`config.mk`:
```
export PLATFORM = sky130hd
export DESIGN_NAME = skvt_cell
export DESIGN_NICKNAME = d
export VERILOG_FILES = /design/src/hdl/skvt_pkg.sv /design/src/hdl/skvt_cell.sv
export SDC_FILE = /design/constraint.sdc
export NUM_CORES = 1
export LEC_CHECK = 0
export BUFFER_PORTS_ARGS = -buffer_cell sky130_fd_sc_hd__clkbuf_2
export CORE_AREA = 3 3 208 210
export CTS_CLUSTER_DIAMETER = 30
export DETAILED_ROUTE_END_ITERATION = 10
export DIE_AREA = 0 0 211 213
export PLACE_DENSITY = 0.49
export SLEW_MARGIN = 20
export SYNTH_ARGS = -nofsm -noshare
export SYNTH_HDL_FRONTEND = slang
export SYNTH_SLANG_ARGS = --single-unit
```
`constraint.sdc`:
```
create_clock -name clk -period 10.5 [get_ports clk]
set_input_delay 0 -clock clk [delete_from_list [all_inputs] [get_ports clk]]
set_output_delay 0 -clock clk [all_outputs]
set_load 0.005 [all_outputs]
```
`src/hdl/skvt_pkg.sv`:
```
package skvt_pkg;
    localparam int CAPACITY_DEF  = 32;
    localparam int KEY_BYTES_DEF = 8;

    typedef enum logic [2:0] {
        MODE_SET     = 3'd0,
        MODE_LOOKUP  = 3'd1,
        MODE_REMOVE  = 3'd2,
        MODE_CLEAR   = 3'd3,
        MODE_FLOOR   = 3'd4,
        MODE_CEILING = 3'd5,
        MODE_FIRST   = 3'd6,
        MODE_LAST    = 3'd7
    } mode_t;

    typedef enum logic [1:0] {
        ST_IDLE,
        ST_EXEC,
        ST_OUT
    } state_t;

    // one broadcast request seen by every cell
    typedef struct packed {
        logic        do_insert;
        logic        do_remove;
        logic        do_update;
        logic [63:0] key;
        logic [3:0]  len;
        logic [63:0] value;
    } bcast_t;

    // what a cell hands to its neighbors
    typedef struct packed {
        logic        occ;
        logic        lt;
        logic        eq;
        logic [63:0] key;
        logic [3:0]  len;
        logic [63:0] value;
    } cell_t;
endpackage

```
`src/hdl/skvt_cell.sv`:
```
module skvt_cell
(
    input  logic            clk,
    input  logic            rst_n,
    input  logic            clear,
    input  skvt_pkg::bcast_t req,
    input  skvt_pkg::cell_t left,
    input  skvt_pkg::cell_t right,
    output skvt_pkg::cell_t self
);
    import skvt_pkg::*;

    logic        occ_reg, occ_next;
    logic [63:0] key_reg, key_next;
    logic [3:0]  len_reg, len_next;
    logic [63:0] value_reg, value_next;
    logic        lt, eq;

    // stored key below the request key
    assign lt = (key_reg < req.key) || (key_reg == req.key && len_reg < req.len);
    assign eq = (key_reg == req.key) && (len_reg == req.len);

    assign self.occ   = occ_reg;
    assign self.lt    = occ_reg && lt;
    assign self.eq    = occ_reg && eq;
    assign self.key   = key_reg;
    assign self.len   = len_reg;
    assign self.value = value_reg;

    always_comb
    begin
        occ_next   = occ_reg;
        key_next   = key_reg;
        len_next   = len_reg;
        value_next = value_reg;
        if (req.do_insert)
        begin
            if (!self.lt)
            begin
                if (left.lt)
                begin
                    // first cell at or above the key takes the new entry
                    occ_next   = 1'b1;
                    key_next   = req.key;
                    len_next   = req.len;
                    value_next = req.value;
                end
                else
                begin
                    // left neighbor also above the key: take its entry
                    occ_next   = left.occ;
                    key_next   = left.key;
                    len_next   = left.len;
                    value_next = left.value;
                end
            end
        end
        else if (req.do_remove)
        begin
            if (!self.lt)
            begin
                occ_next   = right.occ;
                key_next   = right.key;
                len_next   = right.len;
                value_next = right.value;
            end
        end
        else if (req.do_update && self.eq)
        begin
            value_next = req.value;
        end
    end

    always_ff @(posedge clk or negedge rst_n)
    begin
        if (!rst_n)
            occ_reg <= 1'b0;
        else if (clear)
            occ_reg <= 1'b0;
        else
            occ_reg <= occ_next;
    end

    always_ff @(posedge clk)
    begin
        key_reg   <= key_next;
        len_reg   <= len_next;
        value_reg <= value_next;
    end
endmodule

```
# After elaboration in Yosys (flattened, before gate mapping)
# Index checks and enable logic that the tools add are counted.
dict set report word_totals {
  regBits 133
  in_bits 408
  out_inout_bits 135
  word_cells 46
}
dict set report op_classes {
  order_cmp 2
  n_eq_ne 5
  n_mux 22
  bitwise_logic 1
  n_reduce_logical 12
}
# operator count
set ops {}
lappend ops {{$mux 64} 11}
lappend ops {{$eq 64x64->1} 1}
lappend ops {{$lt 64x64->1} 1}
lappend ops {{$mux 4} 5}
lappend ops {{$mux 1} 6}
lappend ops {{$ne 2x2->1 const B} 3}
lappend ops {{$reduce_bool 3->1} 2}
lappend ops {{$logic_and 1x1->1} 5}
lappend ops {{$eq 4x4->1} 1}
lappend ops {{$lt 4x4->1} 1}
lappend ops {{$reduce_and 2->1} 2}
lappend ops {{$reduce_and 3->1} 1}
lappend ops {{$reduce_bool 2->1} 1}
lappend ops {{$logic_or 1x1->1} 1}
lappend ops {{$not 1->1} 1}

# Longest topological paths before layout
dict set report logic_depth {
  ltp_word 8
  depth_mapped 9
  depth_no_buf 9
}

# Worst setup path after synthesis
# No wires, ideal clock.
dict set report synth_timing {
  path_kind {register -> register}
  start {register key_reg[38]}
  end {register value_reg[0], enable pin}
  setup_time_ns 0.494
  arrival_ns 4.618
  required_ns 10.006
  path_slack_ns 5.388
  path_stages_with_launch 9
  path_cell_list {edfxtp_1 ha_1 nand4_2 nor4_4 nand4_1 o21ai_1 nor4_1 a22o_4 o21ai_1}
}
# item line_no
set synth_rtl {}
lappend synth_rtl {{start: declaration} skvt_cell.sv:14} ;# logic [63:0] key_reg, key_next;
lappend synth_rtl {{start signal: assignment} skvt_cell.sv:86} ;# key_reg <= key_next;
lappend synth_rtl {{end signal: assignment} skvt_cell.sv:88} ;# value_reg <= value_next;
lappend synth_rtl {{end: declaration} skvt_cell.sv:16} ;# logic [63:0] value_reg, value_next;

# Worst setup path in the final report
dict set report layout_timing {
  start {register key_reg[39]}
  end {register value_reg[7], enable pin}
}
dict set report layout_between {
  elab_chain_cells 6
  elab_cells_between_ends 12
}
# item
set layout_lines {}
lappend layout_lines {{branches (longest 5 deep; another with $lt 64x64->1)}}
lappend layout_lines {{$reduce_and 3->1 (no line) (*)}}
# Every way passes the cells marked *.
# A chain may end at the register's enable or synchronous reset.

==> impl_metrics.yaml <==
routing:
  viasPerCell: 4.45
  drc_errors: 0
  post_drt_wl_per_cell_um: 17.3
  wl_um: 38600
  ant_nets: 0
  first_pass_iters: 5
  drtIter0Drc: 339
  via_count: 9937
power:
  p_sw_share_pct: 28.2
  p_sw_mw: 0.530
  pwr-share-seq_pct: 37.6
  p_total_mw: 1.88
  p_comb_share_pct: 28.9
  intPower_mw: 1.35
  power_density_nw_per_um2: 119
  cellLeakagePower_nw: 7.43
  peakVddDrop_uv: 83.3
  pwr-share-clk_pct: 33.4
layout:
  fillers: 4200
  fin_util_pct: 37.8
  antenna_cells: 0
  syn_to_final_growth_pct: 70.6
  drive_above_1_share_pct: 34.7
  nNetsFinal: 2161
synth:
  ys_seq_area_share_pct: 43.2
  synthesis.nets: 1385
  ys_seq_elements: 133
  ys_async_sr_fraction_pct: 0.752
  yosys_warnings: 0
  yosys.area.top_type: "edfxtp_1"
  synth.distinct_cells: 43
  synth_area_um2: 9240
  synth_top_flop_cell: "edfxtp_1"
  yosysTopAreaCellShare_pct: 42.9
  synth_area_per_cell_um2: 10.2
  synthTopCellsByArea: "edfxtp_1 (43%), mux2i_1 (14%), ha_1 (9.2%)"
  synth_edf_count: 132
  synthCells: 909
sta:
  clock_skew_ps: 10.9
  finalHoldViolCount: 0
  finalSetupTns_ps: 0
  setup_viol: 0
  max_freq_ghz: 0.255
  worst_pin_slew_ps: 1000
  relSlewSlack_pct: 33.3
  min_period_over_period_pct: 37.3
  min_period_ps: 3920
  grt_setup_unrepaired: "no"
  drv_slew: 0
  final.setup.worst_slack_ps: 6580
worst_setup_path:
  critPathLaunch: "key_reg[39]"
  cp_data_required_time_ps: 10570
  cp_slowest_cell: "nor4_2"
  rr_endpoint: "value_reg[7]"
  end_kind: "flip-flop"
  cp_cell_sequence: "ha_1 > nand4_2 > nor4_1 > nand3_1 > nor4_2 > nand3_1 > o21ai_4 > buf_4"
  r2r_cells: 8
  cp-start-kind: "flip-flop"
  crit_arrival_ps: 3990
  path_max_fanout: 64
  crit_end: "value_reg[7]"
  crit_type: "reg2reg"
  timing.rr.start: "key_reg[39]"
  reg2reg_slack_ps: 6580
  cpMostUsedCell: "nand3_1"
  slowest_delay_ps: 710
cts:
  cts_buffers: 17
  clock_path_buffers: 2
  cts_tree: "yes"
  cts.reportedPaths.clkPinSlew_ps: 60
  post_cts_buffers: 0
  cts.sinks: 133
  clockRootBuffer: "clkbuf_16"
  clk_latency_ps: 450
  cts_max_level: 4
place:
  port_buffers: 539
  dp_hpwl_um: 29800
  gp_congestion: 0.781
  preCtsSetupSlack_ps: 6200
global_route:
  grt_pass1_vias: 10300
  track_usage_pct: 16.8
  grt_pass1_wl_um: 57400
  grt.overflow.total: 0
  grt_max_degree: 98
  grt_antenna_before_repair: 5
min_path:
  hp-class: "in2reg"
die:
  row_count: 75
  initial_utilization_pct: 22.1
  die_y_um: 213
  core_area_um2: 41800
  dieArea_um2: 44900
  io_pins: 543
  fp.dieW_um: 211
status:
  status: "complete, no violations"
flow_run:
  cap_violations: 0
## critical path, delay by kind of cell, from the launching register on
kind	cells	cell delay (ps)
AO/OA/AOI/OAI	1	90
adder cells (fa/ha/maj)	1	330
buffers and inverters	1	680
flip-flops	1	430
AND/OR/NAND/NOR	5	1950
## layout by cell type, fill, tap and decap left out, drive strengths merged, types with 66 or more instances in the layout
master,Yosys,routed
a211oi,66,66
clkbuf,47,556
ha,68,68
nor2,74,74
dlygate4sd3,0,272
nor2b,67,67
mux2i,132,132
inv,68,68
a21oi,160,160
edfxtp,132,132
## routing by layer
metal / vias to the layer above / track usage [%] / part of all wire (%)
met5: - / 0 / 0.12
met4: 8 / 6.33 / 2.8
met3: 53 / 5.44 / 7.6
met2: 388 / 30.4 / 51
met1: 4570 / 18.3 / 39
li1: 4918 / - / -
## power by group through the flow
stage,clock network [mW],registers [mW],logic [mW]
after detailed placement,0,0.719,0.442
after global routing,0.674,0.714,0.602
after global placement,0,0.715,0.441
after CTS,0.654,0.708,0.549
after floorplan,0,0.720,0.204
final,0.628,0.706,0.543
## synth_stat cells (all sizes together), types with 2 or more instances
| master | n |
|---|---|
| nor2 | 74 |
| inv | 68 |
| buf | 13 |
| a22o | 2 |
| a21boi | 3 |
| a211oi | 66 |
| nand2 | 14 |
| ha | 68 |
| nor4 | 4 |
| nor2b | 67 |
| nand3 | 11 |
| and4 | 2 |
| mux2i | 132 |
| clkbuf | 47 |
| edfxtp | 132 |
| nor3 | 6 |
| a21o | 4 |
| o21ai | 10 |
| nand4 | 13 |
| a21oi | 160 |
## per-stage QoR
step | hold slack [ps] | cells | instance area (µm²)
2_1_floorplan | -296 | 909 | 9240
3_5_place_dp | -220 | 1933 | 12500
4_1_cts | 2.51 | 2234 | 15800
6_report | 45.9 | 2234 | 15800
5_1_grt | 27.5 | 2234 | 15800
3_3_place_gp | -222 | 1933 | 12500
## layout make-up
class | count | area (µm²) | area share [%]
clock buffers | 18 | 429 | 2.72
multi-input cells | 648 | 4780 | 30.3
clock inverters | 11 | 161 | 1.02
inverters | 68 | 255 | 1.62
well taps | 539 | 674 | 4.28
flip-flops and latches | 133 | 3990 | 25.3
repair buffers | 817 | 5490 | 34.8
## how the worst min path moves through the flow
stage / slack [ps] / cells after the start / start / end
2_1_floorplan: -300 / 0 / rst_n / occ_reg
3_3_place_gp: -220 / 1 / rst_n / occ_reg
3_5_place_dp: -220 / 1 / rst_n / occ_reg
4_1_cts: 3 / 3 / left[18] / value_reg[18]
5_1_grt: 30 / 3 / left[36] / value_reg[36]
6_report: 50 / 3 / left[18] / value_reg[18]
## logic make-up after synthesis
kind of cell    count (synthesis)  synth area share (%)
compound gates                254                  16.7
fa+ha+maj                      68                  9.21
buf+inv                       128                  5.36
flops                         133                  43.2
mux                           132                  14.3
simple gates                  194                  11.3
## repair_timing
action | in CTS | in global routing
hold endpoints to repair | 130 | 0
resized for setup | 0 | 0
hold buffers | 272 | 0
No activity file was read; power rests on OpenSTA's default activity.
